[src/rtl/core/mlpf_pkg.sv]
// Shared constants, types and keyword tables of the modem line packet framer.
`default_nettype none

package mlpf_pkg;

    // Line buffer geometry
    localparam int BUFFER_DEPTH = 32;
    localparam int W_IDX        = $clog2(BUFFER_DEPTH);
    localparam int W_CNT        = $clog2(BUFFER_DEPTH + 1);

    // Result kinds
    localparam logic [1:0] KIND_ECHO = 2'd0;
    localparam logic [1:0] KIND_DATA = 2'd1;
    localparam logic [1:0] KIND_CALL = 2'd2;
    localparam logic [1:0] KIND_REL  = 2'd3;

    // Configuration register indexes
    localparam int         W_CFG_IDX       = 8;
    localparam logic [7:0] CFG_SESSION     = 8'd0;
    localparam logic [7:0] CFG_WAIT_MODE   = 8'd1;
    localparam logic [7:0] CFG_WAIT_CHAR   = 8'd2;
    localparam logic [7:0] CFG_SEPARATOR   = 8'd3;
    localparam logic [7:0] SEPARATOR_RESET = 8'h13;

    localparam logic [7:0] BYTE_CR = 8'h0D;

    // Keyword lengths
    localparam int LEN_CONNECT = 7;
    localparam int LEN_NOCARR  = 10;
    localparam int LEN_BUSY    = 4;

    // Datapath commands from the controller
    typedef struct packed {
        logic       accept;     // store the incoming byte
        logic       idx_clr;    // restart the flush read index
        logic       rd_issue;   // read buffer at the flush index
        logic       emit_echo;  // load echo item into output register
        logic       emit_byte;  // load packet byte into output register
        logic       emit_call;  // load call event into output register
        logic [1:0] flush_kind; // kind of packet bytes being flushed
        logic       clr_fill;   // packet done, buffer empty
    } t_dp_cmd;

    // Datapath status to the controller
    typedef struct packed {
        logic out_free;   // output register can take an item this cycle
        logic sess;       // session active
        logic wmode;      // wait-character mode
        logic is_wait;    // last byte equals wait character
        logic is_sep;     // last byte equals separator
        logic is_cr;      // last byte is a carriage return
        logic full;       // buffer holds BUFFER_DEPTH bytes
        logic conn;       // buffer starts with CONNECT
        logic rel;        // buffer starts with NO CARRIER or BUSY
        logic last_idx;   // flush index points at final stored byte
    } t_dp_sts;

    function automatic logic [7:0] kw_connect_at(input logic [W_IDX-1:0] p);
        logic [7:0] c;
        c = 8'h00;
        if (p < W_IDX'(LEN_CONNECT)) begin
            case (p[2:0])
                3'd0:    c = "C";
                3'd1:    c = "O";
                3'd2:    c = "N";
                3'd3:    c = "N";
                3'd4:    c = "E";
                3'd5:    c = "C";
                3'd6:    c = "T";
                default: c = 8'h00;
            endcase
        end
        return c;
    endfunction

    function automatic logic [7:0] kw_nocarr_at(input logic [W_IDX-1:0] p);
        logic [7:0] c;
        c = 8'h00;
        if (p < W_IDX'(LEN_NOCARR)) begin
            case (p[3:0])
                4'd0:    c = "N";
                4'd1:    c = "O";
                4'd2:    c = " ";
                4'd3:    c = "C";
                4'd4:    c = "A";
                4'd5:    c = "R";
                4'd6:    c = "R";
                4'd7:    c = "I";
                4'd8:    c = "E";
                4'd9:    c = "R";
                default: c = 8'h00;
            endcase
        end
        return c;
    endfunction

    function automatic logic [7:0] kw_busy_at(input logic [W_IDX-1:0] p);
        logic [7:0] c;
        c = 8'h00;
        if (p < W_IDX'(LEN_BUSY)) begin
            case (p[1:0])
                2'd0:    c = "B";
                2'd1:    c = "U";
                2'd2:    c = "S";
                2'd3:    c = "Y";
                default: c = 8'h00;
            endcase
        end
        return c;
    endfunction

endpackage

`default_nettype wire

[src/rtl/core/modem_line_packet_framer.sv]
// Top level of the modem line packet framer: controller, datapath, config port.
//
//  channel | direction | handshake               | payload
//  --------+-----------+-------------------------+--------------------------------
//  in      | to block  | i_in_valid / o_in_stall | i_rx_byte
//  out     | from block| o_out_valid/ i_out_stall| o_kind, o_data_byte, o_last
//  cfg     | to block  | i_cfg_valid/ o_cfg_ready| i_cfg_index, i_cfg_data
//
// One byte at a time: the controller accepts a byte in IDLE, then decides on it
// in DECIDE. An echo adds the ECHO state, a call event the CALL state.
// A flush walks the line buffer through its single registered read port,
// reading each stored byte in READ and emitting it in EMIT.
// Output stalls hold the ECHO, EMIT and CALL states; the output register
// holds a finished item while the next one is prepared.
// Synchronous active-low reset empties the buffer, clears the separator flag
// and restores register defaults; buffer contents are not cleared.
`default_nettype none

module modem_line_packet_framer import mlpf_pkg::*; (
    input  wire logic                 i_clk,
    input  wire logic                 i_rst_n,
    // byte input
    input  wire logic                 i_in_valid,
    output logic                      o_in_stall,
    input  wire logic [7:0]           i_rx_byte,
    // result output
    output logic                      o_out_valid,
    input  wire logic                 i_out_stall,
    output logic [1:0]                o_kind,
    output logic [7:0]                o_data_byte,
    output logic                      o_last,
    // config write
    input  wire logic                 i_cfg_valid,
    output logic                      o_cfg_ready,
    input  wire logic [W_CFG_IDX-1:0] i_cfg_index,
    input  wire logic [7:0]           i_cfg_data
);

    t_dp_cmd w_cmd;
    t_dp_sts w_sts;

    // Config writes are always ready.
    assign o_cfg_ready = 1'b1;

    mlpf_ctrl u_ctrl (
        .i_clk      (i_clk),
        .i_rst_n    (i_rst_n),
        .i_in_valid (i_in_valid),
        .o_in_stall (o_in_stall),
        .i_sts      (w_sts),
        .o_cmd      (w_cmd)
    );

    mlpf_datapath u_dp (
        .i_clk       (i_clk),
        .i_rst_n     (i_rst_n),
        .i_cmd       (w_cmd),
        .o_sts       (w_sts),
        .i_rx_byte   (i_rx_byte),
        .i_cfg_we    (i_cfg_valid & o_cfg_ready),
        .i_cfg_index (i_cfg_index),
        .i_cfg_data  (i_cfg_data),
        .i_out_stall (i_out_stall),
        .o_out_valid (o_out_valid),
        .o_kind      (o_kind),
        .o_data_byte (o_data_byte),
        .o_last      (o_last)
    );

endmodule

`default_nettype wire

[src/rtl/core/mlpf_ram.sv]
// Generic single-port-write, registered-read RAM.
`default_nettype none

module mlpf_ram #(
    parameter int P_WIDTH = 8,
    parameter int P_DEPTH = 32
) (
    input  wire logic                       i_clk,
    input  wire logic                       i_wr_en,
    input  wire logic [$clog2(P_DEPTH)-1:0] i_wr_addr,
    input  wire logic [P_WIDTH-1:0]         i_wr_data,
    input  wire logic                       i_rd_en,
    input  wire logic [$clog2(P_DEPTH)-1:0] i_rd_addr,
    output logic      [P_WIDTH-1:0]         o_rd_data
);

    logic [P_WIDTH-1:0] r_mem [P_DEPTH];
    logic [P_WIDTH-1:0] r_rd_data;

    always_ff @(posedge i_clk) begin
        if (i_wr_en) begin
            r_mem[i_wr_addr] <= i_wr_data;
        end
        if (i_rd_en) begin
            r_rd_data <= r_mem[i_rd_addr];
        end
    end

    assign o_rd_data = r_rd_data;

endmodule

`default_nettype wire

[src/rtl/core/mlpf_datapath.sv]
// Datapath: config registers, line buffer, fill count, prefix tracking, output register.
`default_nettype none

module mlpf_datapath import mlpf_pkg::*; (
    input  wire logic                 i_clk,
    input  wire logic                 i_rst_n,
    input  wire t_dp_cmd              i_cmd,
    output t_dp_sts                   o_sts,
    input  wire logic [7:0]           i_rx_byte,
    input  wire logic                 i_cfg_we,
    input  wire logic [W_CFG_IDX-1:0] i_cfg_index,
    input  wire logic [7:0]           i_cfg_data,
    input  wire logic                 i_out_stall,
    output logic                      o_out_valid,
    output logic [1:0]                o_kind,
    output logic [7:0]                o_data_byte,
    output logic                      o_last
);

    logic             r_sess, r_wmode;
    logic [7:0]       r_wait_char, r_sep_code;
    logic [W_CNT-1:0] r_fill, n_fill;
    logic [W_IDX-1:0] r_idx, n_idx;
    logic [7:0]       r_byte;
    logic             r_fc, r_fn, r_fb, n_fc, n_fn, n_fb;
    logic             r_valid, n_valid;
    logic [1:0]       r_kind, n_kind;
    logic [7:0]       r_data, n_data;
    logic             r_last, n_last;
    logic [W_IDX-1:0] w_pos;
    logic [7:0]       w_rd_data;
    logic             w_last_idx;

    assign w_pos = r_fill[W_IDX-1:0];

    mlpf_ram #(
        .P_WIDTH (8),
        .P_DEPTH (BUFFER_DEPTH)
    ) u_buf (
        .i_clk     (i_clk),
        .i_wr_en   (i_cmd.accept),
        .i_wr_addr (w_pos),
        .i_wr_data (i_rx_byte),
        .i_rd_en   (i_cmd.rd_issue),
        .i_rd_addr (r_idx),
        .o_rd_data (w_rd_data)
    );

    // Config writes
    always_ff @(posedge i_clk) begin
        if (!i_rst_n) begin
            r_sess      <= 1'b0;
            r_wmode     <= 1'b0;
            r_wait_char <= 8'h00;
            r_sep_code  <= SEPARATOR_RESET;
        end else if (i_cfg_we) begin
            case (i_cfg_index)
                CFG_SESSION:   r_sess      <= i_cfg_data[0];
                CFG_WAIT_MODE: r_wmode     <= i_cfg_data[0];
                CFG_WAIT_CHAR: r_wait_char <= i_cfg_data;
                CFG_SEPARATOR: r_sep_code  <= i_cfg_data;
                default:       ;
            endcase
        end
    end

    // Prefix flags track keyword match as bytes land; position 0 restarts them.
    always_comb begin
        n_fc = r_fc;
        n_fn = r_fn;
        n_fb = r_fb;
        if (w_pos < W_IDX'(LEN_CONNECT)) begin
            n_fc = ((w_pos == '0) | r_fc) & (i_rx_byte == kw_connect_at(w_pos));
        end
        if (w_pos < W_IDX'(LEN_NOCARR)) begin
            n_fn = ((w_pos == '0) | r_fn) & (i_rx_byte == kw_nocarr_at(w_pos));
        end
        if (w_pos < W_IDX'(LEN_BUSY)) begin
            n_fb = ((w_pos == '0) | r_fb) & (i_rx_byte == kw_busy_at(w_pos));
        end
    end

    assign w_last_idx = (r_idx == W_IDX'(r_fill - W_CNT'(1)));

    always_comb begin
        n_fill = r_fill;
        if (i_cmd.accept) begin
            n_fill = r_fill + W_CNT'(1);
        end else if (i_cmd.clr_fill) begin
            n_fill = '0;
        end
        n_idx = r_idx;
        if (i_cmd.idx_clr) begin
            n_idx = '0;
        end else if (i_cmd.emit_byte) begin
            n_idx = r_idx + W_IDX'(1);
        end
    end

    // Output register
    always_comb begin
        n_valid = r_valid & i_out_stall;
        n_kind  = r_kind;
        n_data  = r_data;
        n_last  = r_last;
        if (i_cmd.emit_echo) begin
            n_valid = 1'b1;
            n_kind  = KIND_ECHO;
            n_data  = r_byte;
            n_last  = 1'b1;
        end else if (i_cmd.emit_byte) begin
            n_valid = 1'b1;
            n_kind  = i_cmd.flush_kind;
            n_data  = w_rd_data;
            n_last  = w_last_idx;
        end else if (i_cmd.emit_call) begin
            n_valid = 1'b1;
            n_kind  = KIND_CALL;
            n_data  = 8'h00;
            n_last  = 1'b1;
        end
    end

    always_ff @(posedge i_clk) begin
        if (!i_rst_n) begin
            r_fill  <= '0;
            r_idx   <= '0;
            r_valid <= 1'b0;
            r_fc    <= 1'b0;
            r_fn    <= 1'b0;
            r_fb    <= 1'b0;
        end else begin
            r_fill  <= n_fill;
            r_idx   <= n_idx;
            r_valid <= n_valid;
            if (i_cmd.accept) begin
                r_fc <= n_fc;
                r_fn <= n_fn;
                r_fb <= n_fb;
            end
        end
    end

    always_ff @(posedge i_clk) begin
        if (i_cmd.accept) begin
            r_byte <= i_rx_byte;
        end
        r_kind <= n_kind;
        r_data <= n_data;
        r_last <= n_last;
    end

    always_comb begin
        o_sts.out_free = ~r_valid | ~i_out_stall;
        o_sts.sess     = r_sess;
        o_sts.wmode    = r_wmode;
        o_sts.is_wait  = (r_byte == r_wait_char);
        o_sts.is_sep   = (r_byte == r_sep_code);
        o_sts.is_cr    = (r_byte == BYTE_CR);
        o_sts.full     = (r_fill == W_CNT'(BUFFER_DEPTH));
        o_sts.conn     = r_fc & (r_fill >= W_CNT'(LEN_CONNECT));
        o_sts.rel      = (r_fn & (r_fill >= W_CNT'(LEN_NOCARR)))
                       | (r_fb & (r_fill >= W_CNT'(LEN_BUSY)));
        o_sts.last_idx = w_last_idx;
    end

    assign o_out_valid = r_valid;
    assign o_kind      = r_kind;
    assign o_data_byte = r_data;
    assign o_last      = r_last;

endmodule

`default_nettype wire

[src/rtl/core/mlpf_ctrl.sv]
// Controller: input handshake, packet decision and flush sequencing.
`default_nettype none

module mlpf_ctrl import mlpf_pkg::*; (
    input  wire logic    i_clk,
    input  wire logic    i_rst_n,
    input  wire logic    i_in_valid,
    output logic         o_in_stall,
    input  wire t_dp_sts i_sts,
    output t_dp_cmd      o_cmd
);

    localparam logic [2:0] S_IDLE   = 3'd0;
    localparam logic [2:0] S_DECIDE = 3'd1;
    localparam logic [2:0] S_ECHO   = 3'd2;
    localparam logic [2:0] S_READ   = 3'd3;
    localparam logic [2:0] S_EMIT   = 3'd4;
    localparam logic [2:0] S_CALL   = 3'd5;

    localparam logic [1:0] ACT_NONE = 2'd0;
    localparam logic [1:0] ACT_DATA = 2'd1;
    localparam logic [1:0] ACT_REL  = 2'd2;
    localparam logic [1:0] ACT_CALL = 2'd3;

    logic [2:0] r_state, n_state;
    logic       r_sep, n_sep;
    logic       r_echo, n_echo;
    logic [1:0] r_act, n_act;
    logic [1:0] w_cls;

    assign w_cls = i_sts.conn ? ACT_CALL : (i_sts.rel ? ACT_REL : ACT_DATA);

    // State that carries out a stored action
    function automatic logic [2:0] act_state(input logic [1:0] a);
        logic [2:0] s;
        case (a)
            ACT_NONE: s = S_IDLE;
            ACT_CALL: s = S_CALL;
            default:  s = S_READ;
        endcase
        return s;
    endfunction

    always_comb begin
        n_state = r_state;
        n_sep   = r_sep;
        n_echo  = r_echo;
        n_act   = r_act;
        o_cmd   = '0;
        o_cmd.flush_kind = (r_act == ACT_REL) ? KIND_REL : KIND_DATA;
        case (r_state)
            S_IDLE: begin
                if (i_in_valid) begin
                    o_cmd.accept = 1'b1;
                    n_state      = S_DECIDE;
                end
            end
            S_DECIDE: begin
                o_cmd.idx_clr = 1'b1;
                n_echo = 1'b0;
                n_act  = ACT_NONE;
                if (r_sep) begin
                    n_sep = 1'b0;
                    n_act = w_cls;
                end else begin
                    n_echo = i_sts.sess;
                    if (i_sts.full) begin
                        n_act = ACT_DATA;
                    end else if (i_sts.sess && i_sts.wmode) begin
                        n_act = i_sts.is_wait ? ACT_DATA : ACT_NONE;
                    end else if (i_sts.is_sep) begin
                        n_sep = 1'b1;
                    end else if (i_sts.is_cr) begin
                        n_act = w_cls;
                    end
                end
                n_state = n_echo ? S_ECHO : act_state(n_act);
            end
            S_ECHO: begin
                if (i_sts.out_free) begin
                    o_cmd.emit_echo = 1'b1;
                    n_state         = act_state(r_act);
                end
            end
            S_READ: begin
                o_cmd.rd_issue = 1'b1;
                n_state        = S_EMIT;
            end
            S_EMIT: begin
                if (i_sts.out_free) begin
                    o_cmd.emit_byte = 1'b1;
                    if (i_sts.last_idx) begin
                        o_cmd.clr_fill = 1'b1;
                        n_state        = S_IDLE;
                    end else begin
                        n_state = S_READ;
                    end
                end
            end
            S_CALL: begin
                if (i_sts.out_free) begin
                    o_cmd.emit_call = 1'b1;
                    o_cmd.clr_fill  = 1'b1;
                    n_state         = S_IDLE;
                end
            end
            default: begin
                n_state = S_IDLE;
            end
        endcase
    end

    always_ff @(posedge i_clk) begin
        if (!i_rst_n) begin
            r_state <= S_IDLE;
            r_sep   <= 1'b0;
            r_echo  <= 1'b0;
            r_act   <= ACT_NONE;
        end else begin
            r_state <= n_state;
            r_sep   <= n_sep;
            r_echo  <= n_echo;
            r_act   <= n_act;
        end
    end

    assign o_in_stall = (r_state != S_IDLE);

endmodule

`default_nettype wire

[config.mk]
export PLATFORM = sky130hd
export DESIGN_NAME = modem_line_packet_framer
export DESIGN_NICKNAME = d
export VERILOG_FILES = /design/src/rtl/core/mlpf_pkg.sv /design/src/rtl/core/modem_line_packet_framer.sv /design/src/rtl/core/mlpf_ram.sv /design/src/rtl/core/mlpf_datapath.sv /design/src/rtl/core/mlpf_ctrl.sv
export SDC_FILE = /design/constraint.sdc
export NUM_CORES = 1
export LEC_CHECK = 0
export BUFFER_PORTS_ARGS = -buffer_cell sky130_fd_sc_hd__buf_2
export CORE_MARGIN = 2
export CORE_UTILIZATION = 57
export DETAILED_ROUTE_END_ITERATION = 8
export PLACE_DENSITY = 0.73
export SLEW_MARGIN = 5
export SYNTH_ARGS = -nofsm -noshare
export SYNTH_HDL_FRONTEND = slang
export SYNTH_HIERARCHICAL = 1
export SYNTH_SLANG_ARGS = --single-unit
[constraint.sdc]
create_clock -name i_clk -period 8.86 [get_ports i_clk]
set_clock_uncertainty 0.15 [all_clocks]
set_input_delay 1.772 -clock i_clk [delete_from_list [all_inputs] [get_ports i_clk]]
set_output_delay 1.772 -clock i_clk [all_outputs]
set_load 0.01 [all_outputs]
==> flow_summary.toml, run 1 <==
[finish]
drive_gt1_frac = 0.232
diodes = 0
stdcell_count = 1202
most-common-layout-cells = "edfxtp_1, mux4_2, nor2_1"
final_nets = 901
final_common_cell = "edfxtp_1"
syn2layout_area_growth_pct = 10.5

[critical_path]
crit_arrival_ns = 4.24
cp_top_family = "compound AO/OA/AOI/OAI gates"
worstSetupPathType = "flip-flop to flip-flop"
cpMaxStageDelayCell = "dfxtp_1"
startpoint_type = "flip-flop"
worstSetupEndpointType = "flip-flop"
crit_fanout = 14
reg2reg_from = "u_dp/r_fill[0]$_SDFFE_PN0N_"
cp_cell_sequence = "inv_1 > ha_1 > xnor2_1 > o221ai_1 > a2111oi_2 > nor2_1 > nor2_1 > nor2_1 > mux2i_1 > nand2b_1 > inv_1 > ha_1 > o21ai_0 > a22oi_1"
crit_top_cell = "nor2_1"
critical_path_required_ns = 9.07
r2r_setup_slack_ns = 4.83
max_stage_delay_ns = 0.71
critPathBufInv = 2
reg2regPathDepth = 14

[synthesis]
synth_edf_count = 280
synth-main-ff-cell = "edfxtp_1"
netlist_area_mm2 = 0.0139
ys_types = 71
yosysSeqAreaShare = 0.674
synth_top_area_frac = 0.604
synth_top_area_cell = "edfxtp_1"
syn_avg_cell_area_um2 = 17.1
netlist_instances = 814
yosysWarnings = 6
syn-num-nets = 860
ys_ff_latch = 329
ys_top_cells_by_area = "edfxtp_1, mux4_2, dfxtp_1"
ys_async_sr_fraction = 0

[clock_network]
cts_buffer_depth = 3
clock_sinks = 329
cts_tree = "done"
cts_resized = 0
holdBufCountCts = 0
cts_buffers = 34
clock_latency_ns = 0.51
cts_setup_buffers = 0
clk_pin_slew_ns = 0.06
cts_root_buf = "clkbuf_16"
cts_max_level = 2

[run]
cap_violations = 0

[power]
p_int_uw = 2510
p_clk_frac = 0.425
seqPwrFrac = 0.539
p_sw_frac = 0.206
p_per_area_mw_per_mm2 = 205
pwr-share-comb = 0.036
vdd_drop_max_mv = 0.199
power.leakage_uw = 0.00491
power_switching_uw = 650

[drt]
ant_nets = 0
drt-pass1-iter-count = 5
vias = 7708
via_per_inst = 6.41
drcViolationCount = 0
post_drt_wl_per_cell_um = 26.0
drt_iter0_markers = 889
wirelength_um = 31200

[sta]
rsz0062_at_grt = "no"
timing.final.crit_share = 0.455
maxSlewHeadroom = 0.286
slew_violations = 0
clock.fmax_ghz = 0.248
worstMarginPinSlew_ns = 1.07
finalCriticalPeriod_ns = 4.03
fin_ws_ns = 4.83
hold_viol_final = 0
setup_viol = 0
tns_ns = 0

[place]
port_buffers = 41
place_ws_ns = 4.66
dp_cells = 1143
dp_hpwl_um = 19400
globalplace.congestion = 0.841

[min_path]
hold_end = "u_dp/o_last$_SDFFE_PP1P_"
min_from = "u_dp/o_last$_SDFFE_PP1P_"
hold_depth = 1
hold_path.class = "flip-flop to flip-flop"

[outcome]
status = "completed"

[floorplan]
ios = 43
core_mm2 = 0.0242
die_area_mm2 = 0.0257
start_util = 0.576
rows = 57
die_h_um = 160
die_w_um = 160

[grt]
grt_pass1_wl_um = 46800
grt_pass1_vias = 7639
grt_overflow = 0
track_usage = 0.246
antenna_found_initial = 0
grt_max_degree = 68
[cells in the mapped netlist, drive strengths merged, types with 3 or more instances]
library cell and n:
xnor2 30, nand2 24, nor2b 23, o21ai 17
nand4 12, nor3b 3, mux4 80, inv 17
mux2 10, a21oi 11, ha 17, and3 5
nand2b 6, edfxtp 280, nor3 5, mux2i 21
buf 29, o211ai 3, xor2 12, nand3b 6
nor2 59, and2 6, a22o 7, nor4 7
o31ai 3, dfxtp 49, or3b 4, a21boi 3
clkbuf 14, or3 5, a31oi 6, nand4b 3
nand3 5
[logic make-up after synthesis]
| group | synth area share |
|---|---|
| flip-flops | 0.674 |
| AND/OR/NAND/NOR | 0.0735 |
| multiplexers | 0.153 |
| AO/OA/AOI/OAI | 0.0337 |
| buffers and inverters | 0.0234 |
| XOR/XNOR | 0.0264 |
| adder cells (fa/ha/maj) | 0.0153 |
| other | 0.000539 |
[worst reg2reg max path, stage by stage, from the launching register on]
cell       delay [ns]
dfxtp_1          0.71
inv_1            0.19
ha_1             0.34
xnor2_1          0.18
o221ai_1         0.16
a2111oi_2        0.62
nor2_1           0.11
nor2_1           0.34
nor2_1           0.11
mux2i_1          0.15
nand2b_1         0.26
inv_1            0.12
ha_1             0.19
o21ai_0          0.18
a22oi_1          0.09
[routing by layer]
layer	GRT usage	routed length, um	vias up	part of all wire
li1	-	-	3270	-
met1	0.344	12600	3954	0.40
met2	0.398	15200	418	0.49
met3	0.0486	2590	66	0.083
met4	0.0782	871	0	0.028
met5	0	0	-	0
[worst max path at each step]
stage / from / end / slack, ns / cells after the start
after detailed placement: i_in_valid / u_dp/u_buf/r_mem[10][7]$_DFFE_PP_ / 4.66 / 5
after CTS: u_dp/r_fill[0]$_SDFFE_PN0N_ / flip-flop / 4.90 / 13
after global routing: u_dp/r_fill[0]$_SDFFE_PN0N_ / flip-flop / 4.57 / 13
final: u_dp/r_fill[0]$_SDFFE_PN0N_ / flip-flop / 4.83 / 14
after floorplan: i_in_valid / u_dp/u_buf/r_mem[0][0]$_DFFE_PP_ / 5.05 / 4
after global placement: i_in_valid / u_dp/u_buf/r_mem[6][1]$_DFFE_PP_ / 4.76 / 5
[state kept, by name, summed over array words and instances (netlist names), 3 cells and up, named ones only]
signal,count
u_dp/o_data_byte,8
u_dp/r_idx,5
u_dp/u_buf/o_rd_data,8
u_dp/r_sep_code,8
u_dp/u_buf/r_mem,256
u_dp/r_fill,6
u_ctrl/r_state,3
u_dp/r_wait_char,8
u_dp/r_byte,8
[through the flow]
step	hold WS (ns)	instance area (um^2)	util	total power, uW
3_5_place_dp	0.320	14300	0.593	1850
5_1_grt	0.352	15400	0.637	3240
6_report	0.330	15400	0.637	3160
2_1_floorplan	0.316	13900	-	1790
4_1_cts	0.333	15400	0.637	3180
3_3_place_gp	0.336	14300	0.593	1850
[power by group through the flow]
| stage | registers (uW) | clock network, uW | logic [uW] |
|---|---|---|---|
| after floorplan | 1730 | 0 | 62.6 |
| after global placement | 1740 | 0 | 110 |
| after detailed placement | 1740 | 0 | 112 |
| after CTS | 1700 | 1360 | 113 |
| after global routing | 1700 | 1410 | 123 |
| final | 1700 | 1340 | 114 |
[cell type report]
class,count,area (um^2)
tap,324,405
clock buffer,42,932
multi-input combinational,424,4210
inverter,18,72.6
sequential,329,9390
timing repair buffer,48,258
clock inverter,17,120
fill,1633,8790
Note: power is estimated with default switching activity, not from simulation.
==> inputs of run 2 (changes only) <==
clock period = 4.1 ns   (was 8.86 ns; I/O delays follow)
==> run 2 against run 1 <==
Compared with the run above: via count fell by 3.3%; global-route usage fell by 2.0 points; fmax rose by 12%; worst setup slack got worse by 4.3 ns; critical path depth fell by 1; final cell count rose by 0.50%; highest routed layer unchanged.
==> flow_summary.toml, run 2 (same netlist as run 1, synthesis figures left out) <==
[place]
port_buffers = 41
dp_hpwl_um = 18000
placed_area_mm2 = 0.0144
place_ws_ns = 0.278
globalplace.congestion = 0.866

[sta]
holdWs_ns = 0.354
tns_ns = 0
slew_violations = 0
hold_viol_final = 0
maxSlewHeadroom = 0.383
fin_ws_ns = 0.497
finalCriticalPeriod_ns = 3.60
rsz0062_at_grt = "no"
timing.final.crit_share = 0.879
setup_viol = 0
worstMarginPinSlew_ns = 0.922
clock.fmax_ghz = 0.278

[clock_network]
clock_sinks = 329
clock_latency_ns = 0.52
cts_setup_buffers = 0
cts_buffer_depth = 3
cts_buffers = 35
cts_tree = "done"
cts_root_buf = "clkbuf_16"
cts_max_level = 2
clk_pin_slew_ns = 0.06
cts_resized = 0
holdBufCountCts = 0

[finish]
syn2layout_area_growth_pct = 10.7
fillCellCount = 1659
final_common_cell = "edfxtp_1"
drive_gt1_frac = 0.230
most-common-layout-cells = "edfxtp_1, mux4_2, nor2_1"
final_nets = 903
largest_register_ffs = 256
diodes = 0
regMostFlops = "u_dp/u_buf/r_mem"
stdcell_area_mm2 = 0.0154

[power]
seqPwrFrac = 0.543
pwr-share-comb = 0.036
power.total_uw = 6770
p_per_area_mw_per_mm2 = 439
power.leakage_uw = 0.00491
vdd_drop_max_mv = 0.415
p_int_uw = 5360
p_clk_frac = 0.421
power_switching_uw = 1410
p_sw_frac = 0.208

[floorplan]
rows = 57
die_area_mm2 = 0.0257
die_w_um = 160
die_h_um = 160
start_util = 0.576
ios = 43
core_mm2 = 0.0242

[grt]
track_usage = 0.226
grt_overflow = 0
grt_pass1_vias = 7491
grt_max_degree = 68
antenna_found_initial = 0
grt_pass1_wl_um = 44000

[drt]
via_per_inst = 6.17
wirelength_um = 28500
vias = 7451
post_drt_wl_per_cell_um = 23.6
ant_nets = 0
drt_iter0_markers = 688
drt-pass1-iter-count = 5
drcViolationCount = 0

[min_path]
hold_path.class = "flip-flop to flip-flop"

[critical_path]
worstSetupEndpointType = "flip-flop"
crit_arrival_ns = 3.87
critical_path_required_ns = 4.37
worstSetupPathType = "flip-flop to flip-flop"
startpoint_type = "flip-flop"
crit_fanout = 13

[run]
cap_violations = 0

[outcome]
status = "completed"
-- run 2: cell count changes in the layout (fill, tap and decap cells not counted), sizes merged --
cell and change:
buf +1, bufinv -1, clkinvlp -1, clkbuf +2
clkinv +5
-- run 2: path summary, 6_finish.rpt --
path / startpoint / cells after the start / to / slack [ns]
hold / removal: u_dp/o_last$_SDFFE_PP1P_ / 1 / u_dp/o_last$_SDFFE_PP1P_ / 0.35
setup reg to reg: u_dp/r_fill[1]$_SDFFE_PN0N_ / 13 / flip-flop / 0.50
hold reg to reg: u_dp/o_last$_SDFFE_PP1P_ / 1 / u_dp/o_last$_SDFFE_PP1P_ / 0.35
setup / recovery: u_dp/r_fill[1]$_SDFFE_PN0N_ / 13 / flip-flop / 0.50
-- run 2: worst max-delay path: stages (launching register included) --
cell and delay (ns):
dfxtp_2 0.47, inv_1 0.15, ha_1 0.30, xnor2_1 0.19
o221ai_1 0.18, a2111oi_4 0.46, nor2_1 0.08, nor2_1 0.31
nor2_1 0.11, mux2i_1 0.13, nand2b_1 0.25, ha_1 0.30
nand4b_1 0.25, o211ai_1 0.19
-- run 2: final cells by class --
type                            count  area, um^2  share of cell area
Clock buffer                       44         931              0.0604
Clock inverter                     20         113             0.00730
Inverter                           18        72.6             0.00471
Multi-Input combinational cell    424        4220               0.274
Sequential cell                   329        9400               0.609
Tap cell                          324         405              0.0263
Timing Repair Buffer               49         278              0.0180
-- run 2: power groups by stage --
stage	sequential [uW]	clock, uW	combinational [uW]
global placement	3740	0	226
global route	3680	3020	264
floorplan	3740	0	135
finish	3680	2850	242
CTS	3680	2900	240
detailed placement	3750	0	239
-- run 2: stage by stage --
stage | std cells | util
after CTS | 1208 | 0.637
after floorplan | 814 | -
final | 1208 | 0.638
after global placement | 1144 | 0.594
after global routing | 1208 | 0.638
after detailed placement | 1144 | 0.594
-- run 2: per-layer routing --
metal | up-vias | global-route usage | part of all wire
met5 | - | 0 | 0
met4 | 0 | 0.0688 | 0.023
met3 | 48 | 0.0276 | 0.054
met2 | 266 | 0.374 | 0.50
met1 | 3866 | 0.320 | 0.43
li1 | 3271 | - | -
